[config.mk]
export PLATFORM = sky130hd
export DESIGN_NAME = tccw_fifo
export DESIGN_NICKNAME = d
export VERILOG_FILES = /design/src/sv/text_console_character_writer_defines.svh /design/src/sv/tccw_pkg.sv /design/src/sv/tccw_fifo.sv
export SDC_FILE = /design/constraint.sdc
export NUM_CORES = 1
export LEC_CHECK = 0
export BUFFER_PORTS_ARGS = -buffer_cell sky130_fd_sc_hd__buf_2
export CORE_AREA = 3 3 66 68
export CTS_CLUSTER_DIAMETER = 60
export CTS_CLUSTER_SIZE = 10
export DETAILED_ROUTE_END_ITERATION = 10
export DIE_AREA = 0 0 69 71
export PLACE_DENSITY = 0.74
export RECOVER_POWER = 25
export SYNTH_ARGS = -nofsm -noshare
export SYNTH_HDL_FRONTEND = slang
export SYNTH_SLANG_ARGS = --single-unit
[constraint.sdc]
create_clock -name clk -period 2.3 [get_ports clk]
set_clock_uncertainty 0.05 [all_clocks]
set_input_delay 0.345 -clock clk [delete_from_list [all_inputs] [get_ports clk]]
set_output_delay 0.345 -clock clk [all_outputs]
set_load 0.005 [all_outputs]
[src/sv/text_console_character_writer_defines.svh]
// Assertion macros for the text console character writer RTL.
// Depends on nothing; included by tccw_back.sv, which carries concurrent checks.
`ifndef TEXT_CONSOLE_CHARACTER_WRITER_DEFINES_SVH
`define TEXT_CONSOLE_CHARACTER_WRITER_DEFINES_SVH

// Same-cycle implication, disabled during reset.
`define TCCW_CHECK(label, clk, rst, ante, cons, msg) \
  label: assert property (@(posedge clk) disable iff (rst) (ante) |-> (cons)) \
    else $error(msg);

// Next-cycle implication, disabled during reset.
`define TCCW_CHECK_NEXT(label, clk, rst, ante, cons, msg) \
  label: assert property (@(posedge clk) disable iff (rst) (ante) |=> (cons)) \
    else $error(msg);

`endif

[src/sv/tccw_pkg.sv]
// Package for the text console character writer: widths, codes, request types.
// Used by every RTL file of the block; depends on nothing.
package tccw_pkg;

  localparam int DEF_COLUMNS = 80;
  localparam int DEF_ROWS    = 25;
  localparam int QUEUE_DEPTH = 2;

  localparam int CMD_W  = 2;
  localparam int CHAR_W = 8;
  localparam int IDX_W  = 11;
  localparam int COL_W  = 7;
  localparam int ROW_W  = 5;
  localparam int CELL_W = 16;
  localparam int ATTR_W = 8;
  localparam int APB_AW = 3;
  localparam int APB_DW = 32;

  localparam logic [CMD_W-1:0] CMD_PUT   = 2'd0;
  localparam logic [CMD_W-1:0] CMD_CLEAR = 2'd1;
  localparam logic [CMD_W-1:0] CMD_READ  = 2'd2;

  localparam logic [CHAR_W-1:0] CH_NEWLINE   = 8'd10;
  localparam logic [CHAR_W-1:0] CH_BACKSPACE = 8'd8;
  localparam logic [CHAR_W-1:0] CH_SPACE     = 8'h20;
  localparam logic [ATTR_W-1:0] ATTR_RESET   = 8'h0F;

  localparam logic [0:0] REG_TEXT_ATTRIBUTE = 1'b0;

  typedef struct packed {
    logic [CMD_W-1:0]  command;
    logic [CHAR_W-1:0] char_code;
    logic [IDX_W-1:0]  cell_index;
  } in_item_t;

  typedef struct packed {
    logic [COL_W-1:0]  cursor_col;
    logic [ROW_W-1:0]  cursor_row;
    logic              scrolled;
    logic [CELL_W-1:0] cell_data;
  } out_item_t;

  typedef enum logic [2:0] {
    OP_PUT,
    OP_NEWLINE,
    OP_BACKSPACE,
    OP_CLEAR,
    OP_READ,
    OP_NOP
  } op_kind_t;

  typedef struct packed {
    op_kind_t          kind;
    logic [CHAR_W-1:0] char_code;
    logic [IDX_W-1:0]  cell_index;
    logic              in_range;
  } op_t;

  typedef enum logic [2:0] {
    BK_INIT,
    BK_IDLE,
    BK_READ,
    BK_CLEAR,
    BK_COPY,
    BK_BLANK
  } back_state_t;

  function automatic logic [CELL_W-1:0] blank_cell(input logic [ATTR_W-1:0] attr);
    return {attr, CH_SPACE};
  endfunction

endpackage

[src/sv/tccw_fifo.sv]
// Short queue of decoded operations between the front and back ends.
// Depends on tccw_pkg for the operation type.
module tccw_fifo #(
  parameter int DEPTH = tccw_pkg::QUEUE_DEPTH
) (
  input  logic          clk,
  input  logic          rst,
  input  logic          push,
  input  tccw_pkg::op_t push_op,
  input  logic          pop,
  output logic          q_valid,
  output logic          q_full,
  output tccw_pkg::op_t q_op
);
  import tccw_pkg::*;

  localparam int PW = $clog2(DEPTH);
  localparam int NW = $clog2(DEPTH + 1);

  op_t           entries [DEPTH];
  logic [PW-1:0] wr_ptr;
  logic [PW-1:0] rd_ptr;
  logic [NW-1:0] count;

  assign q_valid = count != '0;
  assign q_full  = count == NW'(DEPTH);
  assign q_op    = entries[rd_ptr];

  always_ff @(posedge clk) begin
    if (push) begin
      entries[wr_ptr] <= push_op;
    end
  end

  always_ff @(posedge clk) begin
    if (rst) begin
      wr_ptr <= '0;
      rd_ptr <= '0;
      count  <= '0;
    end else begin
      if (push) begin
        wr_ptr <= (wr_ptr == PW'(DEPTH - 1)) ? '0 : wr_ptr + 1'b1;
      end
      if (pop) begin
        rd_ptr <= (rd_ptr == PW'(DEPTH - 1)) ? '0 : rd_ptr + 1'b1;
      end
      if (push && !pop) begin
        count <= count + 1'b1;
      end else if (pop && !push) begin
        count <= count - 1'b1;
      end
    end
  end

endmodule

Yosys cells after proc, flatten, opt, wreduce, memory -nomap -nowiden. Memories as Yosys holds them, arrays and structs flattened. A register that Yosys moved wholly into a read port is not among the register bits. Cells that the tools add are included.

Add/sub/neg operators: 4. Multiply operators: 0. Divide/modulo/power cells: 0. Order comparisons: 0. Equal/unequal tests: 1. Shifts and indexed selects: 0. Muxes and demuxes: 8. Bitwise logic cells: 0. Reductions and logical operators: 6.

Operators with widths (number): 1-bit two-way mux (6); 2-bit two-way mux (2); 2-bit nonzero test (2); 1-bit adder (second input constant) (2); 2-bit by 1-bit adder with 2-bit output (second input constant) (1); 2-bit equality test (second input constant) (1); 1-bit logical AND (2); 1-bit zero test (2); 2-bit by 1-bit subtractor with 2-bit output (second input constant) (1).

Flip-flop bits (word level): 4. Latch bits: 0. RAM bits: 46. Bits in read-only memories: 0. Logic and storage cells: 23. Memories: 1.

Memories: entries (depth 2, bits a word 23, read ports 1, clocked after Yosys merged registers in 1, wr ports 1, RTL line tccw_fifo.sv:20) `op_t entries [DEPTH];`.

Logic depth before layout (Yosys ltp).
Word-level depth: 4. Mapped depth: 5.

Worst setup path before layout. Ideal clock, no wire load.

Path type: input port to flip-flop. Start: in push. End: mem entries[0][0] in the netlist's numbering (enable). Arrival: 1.408 ns. Data required time: 1.845 ns. Path slack: 0.436 ns. Stages on the path: 1. Buffers on the path: 0. Path through: nor2b_1.

Longest elaborated chain between the ends: 2.

Ends and longest elaborated chain: start, declared (RTL line tccw_fifo.sv:8) `input logic push,`; 1-bit two-way mux (RTL line tccw_fifo.sv:30) `if (push) begin`; 1-bit two-way mux (implied by the code) (RTL line tccw_fifo.sv:31) `entries[wr_ptr] <= push_op;`; end, declared (RTL line tccw_fifo.sv:20).

Every way passes these cells.

==> flow_summary.ini <==
[worst_setup_path]
regToRegStartpoint = count[0]
path_max_fanout = 13
timing.rr.end = count[1]
slowest_delay_ns = 0.37
critPathSlowestCell = mux2_2
worstRegToRegCells = 3
timing.reg2reg.setup_slack_ns = 1.19
cp.required_ns = 1.90
path_cells = buf_4 > mux2_2 > buf_2
cp-end-kind = output pin
cp-start-kind = flop
critPathKind = reg2out
arrival_ns = 1.32

[grt]
antenna_found_initial = 0
grt_pass1_vias = 1061
grt_max_degree = 16
grt.overflow.total = 0
track_usage_pct = 12.7
grt_pass1_wl_um = 4730

[logic_synthesis]
ys_types = 16
synth_cells = 93
yosys-top-cells-area = edfxtp_1, mux2_2, dfxtp_1
synth_flop_cell = edfxtp_1
ys_seq_elements = 51
syn_area_um2 = 1870
synthTopCellsByCount = edfxtp_1, mux2_2, dfxtp_1, nor2_1
avgSynthCellArea_um2 = 20.1
yosysWarnings = 0
synth_edf_count = 46
synth-seq-area-share_pct = 79.4
synth_nets = 121
yosysTopAreaCellShare_pct = 74.0
async_flop_share_pct = 0
yosys.cell_count.top_type = edfxtp_1
synth_area_leader_cell = edfxtp_1

[floorplan]
io_pins = 52
die_x_um = 69
fp-row-count = 23
core-area_um2 = 3910
die-area_um2 = 4900
die_y_um = 71
start_util_pct = 47.7

[sta]
drv_slew = 0
fin_tns_setup_ns = 0
rsz0062_at_grt = false
fin_crit_sh_pct = 74.7
max_slew_margin_pct = 87.8
period_needed_ns = 1.72
finalHoldViolations = 0
max_freq_mhz = 582
holdWs_ns = 0.188
setup_viol = 0
tightest_slew_ns = 0.182

[route]
routed_wl_um = 2910
wire_per_inst_um = 14.1
ant_nets = 0
drt_iter0_markers = 41
first_pass_iters = 4
vias = 976
drcViolationCount = 0
avgViaCountPerCell = 4.74

[clock_tree]
cts_resized = 0
clk_pin_slew_ns = 0.08
cts_setup_buffers = 0
cts-root-buf = clkbuf_8
clock-sinks = 51
cts_buffers = 5
cts_tree = yes
clock_latency_ns = 0.29
clock_path_buffers = 2
h-tree-depth = 2
hold_buffers = 0

[placed_design]
port_buffers = 51
post-dp-hpwl_um = 2100
place.gp.congestion = 0.667
post_dp_cell_area_um2 = 2220

[final_layout]
nets = 183
layout-drive-gt1-share_pct = 56.4
final_area_um2 = 2320
antenna_cells = 0
area_delta_synth_final_pct = 24.4

[worst_hold_path]
min-delay-start = push_op[12]
whs_path_depth = 1
min_path_type = in2reg
whs_endpoint = entries[1][12]

[outcome]
status = finished, final reports clean

[flow_run]
cap_violations = 0

[pwr]
p_per_area_nw_per_um2 = 816
vdd_drop_max_mv = 0.425
p_leak_nw = 0.899
-- where the power goes --
group / leakage, nW / switching, mW / internal [mW] / total (mW)
logic: 0.370 / 0.0987 / 0.120 / 0.218
clock network: 0.0556 / 0.262 / 0.318 / 0.580
registers: 0.473 / 0.0191 / 1.08 / 1.09
total: 0.899 / 0.380 / 1.51 / 1.89
-- cell type report --
type,count,area (um^2)
well taps,50,62.6
flip-flops and latches,51,1480
clock inverters,3,38.8
clock buffers,5,68.8
fillers,321,1590
repair buffers,57,298
inverters,1,3.75
multi-input cells,39,368
-- flip-flops by register name, indices dropped and copies added (netlist names), named ones only --
name / cells
entries: 46
count: 2
rd_ptr: 1
wr_ptr: 1
-- routing by layer --
metal | vias up | track usage, % | share of wire [%]
met5 | - | 0 | 0
met4 | 0 | 5.86 | 0.93
met3 | 2 | 4.26 | 4.6
met2 | 27 | 23.3 | 56
met1 | 471 | 13.0 | 38
li1 | 476 | - | -
-- layout by cell type (no fill, tap or decap), drive strengths merged, types with 2 or more instances in the layout --
cell type / n
mux2: 23
xnor2: 2
clkinv: 2
buf: 55
nor2: 4
edfxtp: 46
xor2: 2
clkbuf: 7
dfxtp: 5
-- worst max-delay path by stage --
stage	from	endpoint	slack, ns	cells past startpoint
global route	flop	q_op[0]	0.50	3
floorplan	push	entries[0][0]	0.44	1
CTS	flop	q_op[0]	0.55	3
finish	flop	q_op[0]	0.58	3
global placement	flop	q_op[0]	0.90	3
detailed placement	push	count[1]	0.86	4
-- kinds of logic (layout without fill, tap and decap cells) --
kind of cell,count (synthesis),in the layout,share of synthesized area [%]
AOI/OAI and AO/OA,2,2,0.536
xor gates and xnor gates,4,4,1.88
adders and majority gates,1,1,0.671
buffers and inverters,3,66,1.01
DFF,51,51,79.4
muxes,23,23,13.9
and+or+nand+nor,9,9,2.62
-- metrics by stage --
step / util [%] / worst slack [ns] / instances / total power, mW
after floorplan: - / 0.436 / 93 / 1.23
after global placement: 56.6 / 0.903 / 198 / 1.33
after detailed placement: 56.6 / 0.859 / 198 / 1.34
after CTS: 59.4 / 0.551 / 206 / 1.92
after global routing: 59.3 / 0.501 / 206 / 1.99
final: 59.3 / 0.582 / 206 / 1.89
-- critical path, delay by kind of cell (launching register included) --
family / cells / cell delay [ns]
buffers and inverters: 2 / 0.35
flip-flops: 1 / 0.33
multiplexers: 1 / 0.37
Note: power is estimated with default switching activity, not from simulation.
