$ cat src/sv/text_console_character_writer_defines.svh
// Assertion macros for the text console character writer RTL.
// Depends on nothing; included by tccw_back.sv, which carries concurrent checks.
`ifndef TEXT_CONSOLE_CHARACTER_WRITER_DEFINES_SVH
`define TEXT_CONSOLE_CHARACTER_WRITER_DEFINES_SVH

// Same-cycle implication, disabled during reset.
`define TCCW_CHECK(label, clk, rst, ante, cons, msg) \
  label: assert property (@(posedge clk) disable iff (rst) (ante) |-> (cons)) \
    else $error(msg);

// Next-cycle implication, disabled during reset.
`define TCCW_CHECK_NEXT(label, clk, rst, ante, cons, msg) \
  label: assert property (@(posedge clk) disable iff (rst) (ante) |=> (cons)) \
    else $error(msg);

`endif

$ cat src/sv/tccw_pkg.sv
// Package for the text console character writer: widths, codes, request types.
// Used by every RTL file of the block; depends on nothing.
package tccw_pkg;

  localparam int DEF_COLUMNS = 80;
  localparam int DEF_ROWS    = 25;
  localparam int QUEUE_DEPTH = 2;

  localparam int CMD_W  = 2;
  localparam int CHAR_W = 8;
  localparam int IDX_W  = 11;
  localparam int COL_W  = 7;
  localparam int ROW_W  = 5;
  localparam int CELL_W = 16;
  localparam int ATTR_W = 8;
  localparam int APB_AW = 3;
  localparam int APB_DW = 32;

  localparam logic [CMD_W-1:0] CMD_PUT   = 2'd0;
  localparam logic [CMD_W-1:0] CMD_CLEAR = 2'd1;
  localparam logic [CMD_W-1:0] CMD_READ  = 2'd2;

  localparam logic [CHAR_W-1:0] CH_NEWLINE   = 8'd10;
  localparam logic [CHAR_W-1:0] CH_BACKSPACE = 8'd8;
  localparam logic [CHAR_W-1:0] CH_SPACE     = 8'h20;
  localparam logic [ATTR_W-1:0] ATTR_RESET   = 8'h0F;

  localparam logic [0:0] REG_TEXT_ATTRIBUTE = 1'b0;

  typedef struct packed {
    logic [CMD_W-1:0]  command;
    logic [CHAR_W-1:0] char_code;
    logic [IDX_W-1:0]  cell_index;
  } in_item_t;

  typedef struct packed {
    logic [COL_W-1:0]  cursor_col;
    logic [ROW_W-1:0]  cursor_row;
    logic              scrolled;
    logic [CELL_W-1:0] cell_data;
  } out_item_t;

  typedef enum logic [2:0] {
    OP_PUT,
    OP_NEWLINE,
    OP_BACKSPACE,
    OP_CLEAR,
    OP_READ,
    OP_NOP
  } op_kind_t;

  typedef struct packed {
    op_kind_t          kind;
    logic [CHAR_W-1:0] char_code;
    logic [IDX_W-1:0]  cell_index;
    logic              in_range;
  } op_t;

  typedef enum logic [2:0] {
    BK_INIT,
    BK_IDLE,
    BK_READ,
    BK_CLEAR,
    BK_COPY,
    BK_BLANK
  } back_state_t;

  function automatic logic [CELL_W-1:0] blank_cell(input logic [ATTR_W-1:0] attr);
    return {attr, CH_SPACE};
  endfunction

endpackage

$ cat src/sv/tccw_ifs.sv
// Valid/ready channel interfaces for requests and results.
// Depends on tccw_pkg for the payload types.
interface tccw_in_if;
  logic               valid;
  logic               ready;
  tccw_pkg::in_item_t payload;
  modport source (output valid, output payload, input ready);
  modport sink (input valid, input payload, output ready);
endinterface


$ cat src/sv/tccw_front.sv
// Front end: accepts requests and decodes them into screen operations.
// Depends on tccw_pkg and the tccw_in_if interface.
module tccw_front #(
  parameter int COLUMNS = tccw_pkg::DEF_COLUMNS,
  parameter int ROWS    = tccw_pkg::DEF_ROWS
) (
  tccw_in_if.sink        in_ch,
  input  logic           init_busy,
  input  logic           q_full,
  output logic           push,
  output tccw_pkg::op_t  op
);
  import tccw_pkg::*;

  localparam int CELLS = COLUMNS * ROWS;

  assign in_ch.ready = !init_busy && !q_full;
  assign push        = in_ch.valid && in_ch.ready;

  always_comb begin
    op.char_code  = in_ch.payload.char_code;
    op.cell_index = in_ch.payload.cell_index;
    op.in_range   = 32'(in_ch.payload.cell_index) < 32'(CELLS);
    case (in_ch.payload.command)
      CMD_PUT: begin
        if (in_ch.payload.char_code == CH_NEWLINE) begin
          op.kind = OP_NEWLINE;
        end else if (in_ch.payload.char_code == CH_BACKSPACE) begin
          op.kind = OP_BACKSPACE;
        end else begin
          op.kind = OP_PUT;
        end
      end
      CMD_CLEAR: op.kind = OP_CLEAR;
      CMD_READ:  op.kind = OP_READ;
      default:   op.kind = OP_NOP;
    endcase
  end

endmodule

$ cat src/flat_wrapper.sv
// flat-port wrapper written by rule: the top's interface ports become plain ports
module tccw_front_flat import tccw_pkg::*;
#(
  parameter int COLUMNS = tccw_pkg::DEF_COLUMNS,
  parameter int ROWS    = tccw_pkg::DEF_ROWS
)
  (init_busy, q_full, push, op, in_ch_valid, in_ch_payload, in_ch_ready);
  tccw_in_if in_ch_i ();
  input  logic init_busy;
  input  logic q_full;
  output logic push;
  output tccw_pkg::op_t op;
  input wire logic [$bits(in_ch_i.valid)-1:0] in_ch_valid;
  input wire logic [$bits(in_ch_i.payload)-1:0] in_ch_payload;
  output wire logic [$bits(in_ch_i.ready)-1:0] in_ch_ready;
  assign in_ch_i.valid = in_ch_valid;
  assign in_ch_i.payload = in_ch_payload;
  assign in_ch_ready = in_ch_i.ready;
  tccw_front #(.COLUMNS(COLUMNS), .ROWS(ROWS)) u_core (.in_ch(in_ch_i), .init_busy(init_busy), .q_full(q_full), .push(push), .op(op));
endmodule
$ cat config.mk
export PLATFORM = sky130hd
export DESIGN_NAME = tccw_front_flat
export DESIGN_NICKNAME = d
export VERILOG_FILES = /design/src/sv/text_console_character_writer_defines.svh /design/src/sv/tccw_pkg.sv /design/src/sv/tccw_ifs.sv /design/src/sv/tccw_front.sv /design/src/flat_wrapper.sv
export SDC_FILE = /design/constraint.sdc
export NUM_CORES = 1
export LEC_CHECK = 0
export BUFFER_PORTS_ARGS = -buffer_cell sky130_fd_sc_hd__buf_4
export CAP_MARGIN = 0
export CORE_AREA = 2 2 39 41
export DETAILED_ROUTE_END_ITERATION = 8
export DIE_AREA = 0 0 41 43
export GPL_TIMING_DRIVEN = 1
export PLACE_DENSITY_LB_ADDON = 0.15
export SLEW_MARGIN = 20
export SYNTH_ARGS = -nofsm -noshare
export SYNTH_HDL_FRONTEND = slang
export SYNTH_SLANG_ARGS = --single-unit
$ cat constraint.sdc
create_clock -name vclk -period 1.1
set_input_delay 0.11 -clock vclk [all_inputs]
set_output_delay 0.11 -clock vclk [all_outputs]
set_load 0.03 [all_outputs]
==> Yosys cells after proc, flatten, opt, wreduce, memory -nomap -nowiden <==
Index checks and enable logic that the tools add are counted.
{ "op_classes": {"n_lt_le_gt_ge": 1, "n_eq_ne": 4, "muxes": 3, "n_reduce_logical": 5} }
{ "op_table": {"columns": ["cell", "n"], "rows": [
  ["$eq 8x4->1 const B", 2],
  ["$lt 11x11->1 const B", 1],
  ["$pmux 3 s3", 1],
  ["$mux 3", 1],
  ["$eq 2x1->1 const B", 1],
  ["$eq 2x2->1 const B", 1],
  ["$logic_and 1x1->1", 2],
  ["$logic_not 1->1", 2],
  ["$logic_not 2->1", 1],
  ["$mux 2", 1]
]} }
{ "word_totals": {"reg_bits": 0, "in_bits": 24, "out_inout_bits": 25, "word_cells": 13} }

==> Longest topological paths before layout <==
Gate-level depths: netlist of the first run.
{ "logic_depth": {"ltp_word": 4, "mapped_depth": 2, "ltp_nobuf": 2} }

==> Worst setup path after synthesis of the first run <==
OpenSTA, ideal clock, no wires.
{ "synth_path": {"path_type": "input port to output port", "start": "in q_full", "end": "out push", "t_arrival_ns": 0.930, "required_ns": 0.990, "setup_slack_ns": 0.060, "path_stages": 2, "n_path_buf": 0, "cell_sequence": "nor2_1 > and2_1"} }
{ "synth_via": {"elab_chain_len": 3} }
{ "synth_lines": {"columns": ["item", "line_no", "rtl"], "rows": [
  ["start: declaration", "flat_wrapper.sv:10", "input logic q_full;"],
  ["$logic_not 1->1", "tccw_front.sv:17", "assign in_ch.ready = !init_busy && !q_full;"],
  ["$logic_and 1x1->1", "tccw_front.sv:17", null],
  ["$logic_and 1x1->1", "tccw_front.sv:18", "assign push = in_ch.valid && in_ch.ready;"],
  ["end: declaration", "flat_wrapper.sv:11", "output logic push;"]
]} }
Every way passes these cells.

==> reports/qor.txt, run 1 <==
fraction of layout cells with a size suffix above 1 - 88.2%
TritonRoute pass-1 iters - 2
Hold Crit Class - input pin to primary output
Diodes inserted - 0
Cell Area, Placed - 408 um^2
most frequent cells in the layout - buf_4 (41), inv_1 (2)
Pleak - 0.232 nW
via count - 249
pwr/cell area - 531 mW/mm^2
Crit. Startpoint - in_ch_payload[20]
post-synth cell types - 11
Sw Ratio - 53.6%
Hold Startpoint - in_ch_payload[1]
drt via density - 3.72
number of remaining DRC errors - 0
Die Y - 43 um
status - finished, final reports clean
sequential share of the synthesized area - 0%
Net Count, Synth - 54
top post-synthesis cells by area - buf_4 (63%), nor4b_2 (6.6%), nor4_2 (5.5%), a32o_2 (5.0%), a31o_2 (3.9%)
area grow syn2layout - 80.1%
final instance area - 408 um^2
final hold vios - 0
YS warnings - 0
Comb power frac - 100.0%
Crit Path Max Fanout - 3
total core area - 0.00138 mm^2
Final period util - 95.2%
final setup fails - 0
largest net degree at the start of global routing - 4
Syn Area/Cell - 7.55 um^2
max-slew violations - 0
total gr overflow - 0
CP startpoint kind - input pin
total track usage - 6.19%
I/O Buffers - 41
Die X - 41 um
Post CTS Setup Buffer Count - 0
vias in the first global route - 216
placed instance count - 67
synthesized cell area - 226 um^2
die area - 0.00176 mm^2
commonest non-fill, non-tap cell in the layout - buf_4
Worst-Margin Slew - 0.292 ns
first-pass GRT wire length - 834 um
filler instances - 161
hold buffers post-CTS - 0
Non-Filler Instances - 67
Tot Pwr - 0.000216 W
placer congestion estimate - 0.548
initial antenna violation count - 0
num ports - 49
clk_buf instances - 0
relative slew slack - 80.5%
minimum clock period - 1.05 ns
Syn Inst Count - 30
register area - 0 um^2
# resized after CTS - 0
Starting Density - 16.4%
Switch Pwr - 0.000116 W
Worst Path Arrival - 0.94 ns
final WL - 642 um
Multi-input gate area - 72.6 um^2
routed length per placed instance - 9.58 um
Peak VDD IR - 0.000122 V
Min Hold Slack - 0.220 ns
Clock power frac - 0%
DR iter-0 viols - 5
Final nets - 77
setup TNS - 0 ns
Internal - 0.000100 W
Max-Cap Viols - 0
share of the synthesized area in the top cell type - 63.0%
fmax - 0.955 GHz
FF+latch count - 0
cell taking the most area after synthesis - buf_4
FP Rows - 14
Worst Setup Path Type - input pin to primary output
final antenna-violating net count - 0
Critical Path RT - 0.99 ns
Reg power frac - 0%
Crit. End Element - primary output
RSZ-0062 raised after global routing - false
==> cells in the mapped netlist <==
cell type	n
a31o_2	1
buf_4	19
a32o_2	1
o2111ai_1	1
inv_1	2
nor4_2	1
and3_1	1
nor4b_2	1
nor2_1	1
clkbuf_1	1
and2_1	1
==> logic make-up (layout without fill, tap and decap cells) <==
family / Yosys count / count (layout) / synth area share, %
buffers and inverters: 22 / 43 / 68.0
and+or+nand+nor: 5 / 5 / 19.3
AOI/OAI and AO/OA: 3 / 3 / 12.7
==> critical path, stage by stage <==
cell	delay [ns]
buf_4	0.12
nor4b_2	0.34
a32o_2	0.22
buf_4	0.15
==> worst paths after layout <==
path,slack [ns],endpoint,depth (start not counted)
setup / recovery,0.05,op[21],4
hold / removal,0.22,op[2],0
==> final cells by class <==
cell class / count / area share, %
tap: 16 / 4.91
timing repair buffer: 41 / 75.5
multi-input combinational: 8 / 17.8
inverter: 2 / 1.84
==> power groups by stage <==
stage,registers (W),clock network [W],logic [W]
after floorplan,0,0,0.000164
after global placement,0,0,0.000220
after detailed placement,0,0,0.000218
after CTS,0,0,0.000219
after global routing,0,0,0.000228
final,0,0,0.000216
==> per-stage QoR <==
stage               utilization [%]  setup WS [ns]
floorplan                         -         0.0596
global placement               29.5         0.0573
detailed placement             29.5         0.0551
CTS                            29.5         0.0547
global route                   29.5         0.0106
finish                         29.5         0.0533
==> routing by layer <==
metal,vias up,part of all wire [%],GRT usage (%)
met3,0,23,0.524
met2,26,51,12.2
met5,-,0,0
met1,99,26,6.01
met4,0,0,2.00
li1,124,-,-
Note: power is estimated with default switching activity, not from simulation.
==> run 2: changes to the inputs <==
--- a/config.mk
+++ b/config.mk
@@ -5,6 +5,7 @@
 export SDC_FILE = /design/constraint.sdc
 export NUM_CORES = 1
 export LEC_CHECK = 0
+export ABC_AREA = 1
 export BUFFER_PORTS_ARGS = -buffer_cell sky130_fd_sc_hd__buf_4
 export CAP_MARGIN = 0
 export CORE_AREA = 2 2 39 41
==> constraint.sdc (replaced) <==
create_clock -name vclk -period 1.1
set_input_delay 0.165 -clock vclk [all_inputs]
set_output_delay 0.165 -clock vclk [all_outputs]
set_load 0.03 [all_outputs]
==> reports/qor.txt, run 2 <==
total gr overflow - 0
largest net degree at the start of global routing - 4
YS warnings - 0
mux contribution to synthesized area - 0%
setup TNS - 0 ns
FP Rows - 14
number of remaining DRC errors - 0
fmax - 1.00 GHz
Peak VDD IR - 0.000150 V
Net Count, Synth - 70
I/O Buffers - 41
DP HPWL - 585 um
CP Cell Sequence - buf_4 -> or2_0 -> nor2_1 -> nand2_1 -> nand2_1 -> buf_4
final antenna-violating net count - 0
Syn Area/Cell - 5.55 um^2
most frequent cells in the layout - buf_4 (41), nand2_1 (10), inv_1 (6), nor2_1 (6)
placed instance count - 83
CP max stage cell - or2_0
drt via density - 3.72
final hold vios - 0
num ports - 49
Max-Cap Viols - 0
CP startpoint kind - input pin
final setup fails - 0
Diodes inserted - 0
via count - 309
Worst Setup Path Type - input pin to primary output
area share of and/or/nand/nor cells after synthesis - 33.8%
RSZ-0062 raised after global routing - false
total track usage - 5.99%
share of the synthesized area in the top cell type - 55.9%
Worst Path Arrival - 0.83 ns
placer congestion estimate - 0.643
Worst-Margin Slew - 0.176 ns
minimum clock period - 0.998 ns
# resized after CTS - 0
Tot Pwr - 0.000221 W
hold buffers post-CTS - 0
Final period util - 90.7%
Hold Crit Class - input pin to primary output
total core area - 0.00138 mm^2
count leader, synth - buf_4
final WL - 598 um
relative slew slack - 88.2%
Critical Path RT - 0.94 ns
area grow syn2layout - 71.1%
top post-synthesis cells by area - buf_4 (56%), nand2_1 (15%), inv_1 (8.8%), nor2_1 (8.8%), nor3b_1 (2.9%)
Die X - 41 um
xor/xnor share of the synthesized area - 0%
vias in the first global route - 238
Post CTS Setup Buffer Count - 0
DR iter-0 viols - 0
Min Hold Slack - 0.330 ns
Crit Path Max Fanout - 3
routed length per placed instance - 7.20 um
synth cell count leaders - buf_4 (19), nand2_1 (10), inv_1 (6), nor2_1 (6)
Crit. End Element - primary output
CP max stage delay - 0.21 ns
post-synth cell types - 9
commonest non-fill, non-tap cell in the layout - buf_4
TritonRoute pass-1 iters - 1
Starting Density - 18.4%
synthesized cell area - 255 um^2
register area - 0 um^2
status - finished, final reports clean
Pleak - 0.266 nW
Non-Filler Instances - 83
clk_buf instances - 0
pwr/cell area - 505 mW/mm^2
FF+latch count - 0
adder-cell share of the synthesized area - 0%
max-slew violations - 0
first-pass GRT wire length - 821 um
cell taking the most area after synthesis - buf_4
fraction of layout cells with a size suffix above 1 - 62.7%
initial antenna violation count - 0
Die Y - 43 um
Synth Area in Compound Gates - 0%
Final nets - 93
die area - 0.00176 mm^2
Syn Inst Count - 46
largest family of logic cells by synthesized area - buffers and inverters
sequential share of the synthesized area - 0%
==> run 2: logic make-up after synthesis <==
kind of cell | Yosys count
buf+inv | 26
simple gates | 20
==> run 2: cell type report <==
cell class | count | area (um^2)
fill | 164 | 947
timing repair buffer | 41 | 308
multi-input combinational | 20 | 86.3
inverter | 6 | 22.5
tap | 16 | 20.0
==> run 2: per-layer routing <==
metal  GRT usage (%)  wire length, um
met1            6.33              174
met2            11.3              276
met3            1.57              147
met4           0.667                0
met5               0                0
==> run 2: worst max-delay path: cells and delay by family <==
| kind | cells | cell delay [ns] |
|---|---|---|
| and+or+nand+nor | 4 | 0.41 |
| buffers and inverters | 2 | 0.26 |
==> run 2: per-stage QoR <==
| step | worst slack [ns] | util, % | instance area [um^2] |
|---|---|---|---|
| floorplan | 0.0337 | - | 255 |
| global placement | 0.0876 | 31.6 | 437 |
| detailed placement | 0.0878 | 31.6 | 437 |
| CTS | 0.0878 | 31.6 | 437 |
| global route | 0.0258 | 31.6 | 437 |
| finish | 0.102 | 31.6 | 437 |
==> run 2: report_power, final <==
part	switching (W)	internal (W)	leakage, nW
clock	0	0	0
combinational	0.000120	0.000101	0.266
sequential	0	0	0
total	0.000120	0.000101	0.266
==> run 2: path summary, 6_finish.rpt <==
path | to | from | cells after the start | slack (ns)
worst max-delay path | op[21] | in_ch_payload[12] | 6 | 0.10
worst min-delay path | op[3] | in_ch_payload[2] | 0 | 0.33
==> run 3: changes to the inputs <==
--- a/config.mk
+++ b/config.mk
@@ -12,7 +12,7 @@
 export DETAILED_ROUTE_END_ITERATION = 8
 export DIE_AREA = 0 0 41 43
 export GPL_TIMING_DRIVEN = 1
-export PLACE_DENSITY_LB_ADDON = 0.15
+export PLACE_DENSITY = 0.73
 export SLEW_MARGIN = 20
 export SYNTH_ARGS = -nofsm -noshare
 export SYNTH_HDL_FRONTEND = slang
==> reports/qor.txt, run 3 (same netlist as run 2, synthesis figures left out) <==
DP HPWL - 686 um
relative slew slack - 88.7%
setup TNS - 0 ns
register area - 0 um^2
fraction of layout cells with a size suffix above 1 - 62.7%
Non-Filler Instances - 83
Final period util - 91.6%
Worst-Margin Slew - 0.169 ns
Die Y - 43 um
die area - 0.00176 mm^2
Crit Path Max Fanout - 3
Max-Cap Viols - 0
routed length per placed instance - 8.77 um
Peak VDD IR - 0.000130 V
minimum clock period - 1.01 ns
first-pass GRT wire length - 945 um
total track usage - 7.49%
placer congestion estimate - 0.677
commonest non-fill, non-tap cell in the layout - buf_4
number of remaining DRC errors - 0
final WL - 728 um
TritonRoute pass-1 iters - 1
area grow syn2layout - 72.5%
Worst Setup Path Type - input pin to primary output
drt via density - 3.86
CP max stage cell - or2_0
DR iter-0 viols - 0
Crit. End Element - primary output
status - finished, final reports clean
final setup fails - 0
placed instance count - 83
via count - 320
Die X - 41 um
fmax - 0.992 GHz
max-slew violations - 0
clk_buf instances - 0
vias in the first global route - 259
largest net degree at the start of global routing - 4
Diodes inserted - 0
CP startpoint kind - input pin
Hold Crit Class - input pin to primary output
total gr overflow - 0
Crit. Startpoint - in_ch_payload[12]
CP max stage delay - 0.21 ns
most frequent cells in the layout - buf_4 (40), nand2_1 (10), inv_1 (6), nor2_1 (6)
I/O Buffers - 41
Min Hold Slack - 0.330 ns
critical path's most frequent cell - nand2_1
FP Rows - 14
final hold vios - 0
pwr/cell area - 509 mW/mm^2
RSZ-0062 raised after global routing - false
final antenna-violating net count - 0
Critical Path End - op[21]
num ports - 49
CP Cell Sequence - buf_4 -> or2_0 -> nor2_1 -> nand2_1 -> nand2_1 -> buf_6
Pleak - 0.267 nW
initial antenna violation count - 0
Final Util - 31.8%
Final nets - 93
total core area - 0.00138 mm^2
Critical Path RT - 0.94 ns
Worst Path Arrival - 0.84 ns
FF+latch count - 0
filler instances - 156
Starting Density - 18.4%
[run 3: cell count changes in the layout (fill, tap and decap cells not counted)]
cell   delta
buf_4     -1
buf_6     +1
[run 3: timing repair]
item                                    4_1_cts  5_1_grt
buffers inserted                              0        0
endpoints found under the setup margin        0        1
gates resized for setup                       0        1
hold buffers                                  0        0
[run 3: area by class of cell]
type                            count  area [um^2]  share of cell area, %
Timing Repair Buffer               41          312                   70.7
Multi-Input combinational cell     20         86.3                   19.6
Inverter                            6         22.5                   5.11
Tap cell                           16         20.0                   4.55
[run 3: power breakdown]
group	internal (W)	switching [W]	total (W)
Sequential	0	0	0
Clock	0	0	0
Combinational	0.000102	0.000122	0.000224
Total	0.000102	0.000122	0.000224
[run 3: per-layer routing]
layer,track usage [%],wire (um),vias up
li1,-,-,157
met1,5.38,186,128
met2,17.8,369,35
met3,0.524,172,0
met4,0,0,0
met5,0,0,-
[run 3: how the worst min path moves through the flow]
stage                     slack [ns]             start  cells past startpoint          end
final                           0.33  in_ch_payload[1]                      0        op[2]
after global placement          0.33  in_ch_payload[3]                      0        op[4]
after floorplan                 0.44         init_busy                      1  in_ch_ready
after CTS                       0.33  in_ch_payload[3]                      0        op[4]
after global routing            0.33  in_ch_payload[1]                      0        op[2]
after detailed placement        0.33  in_ch_payload[3]                      0        op[4]
[run 3: critical path, delay by kind of cell]
family	cells	cell delay [ns]
simple gates	4	0.44
buf+inv	2	0.25
[run 3: metrics by stage]
stage	total power (W)	setup WS, ns	instance area (um^2)
final	0.000224	0.0921	440
after floorplan	0.000170	0.0337	255
after CTS	0.000225	0.0601	437
after global placement	0.000222	0.113	437
after global routing	0.000241	0.00787	440
after detailed placement	0.000225	0.0606	437
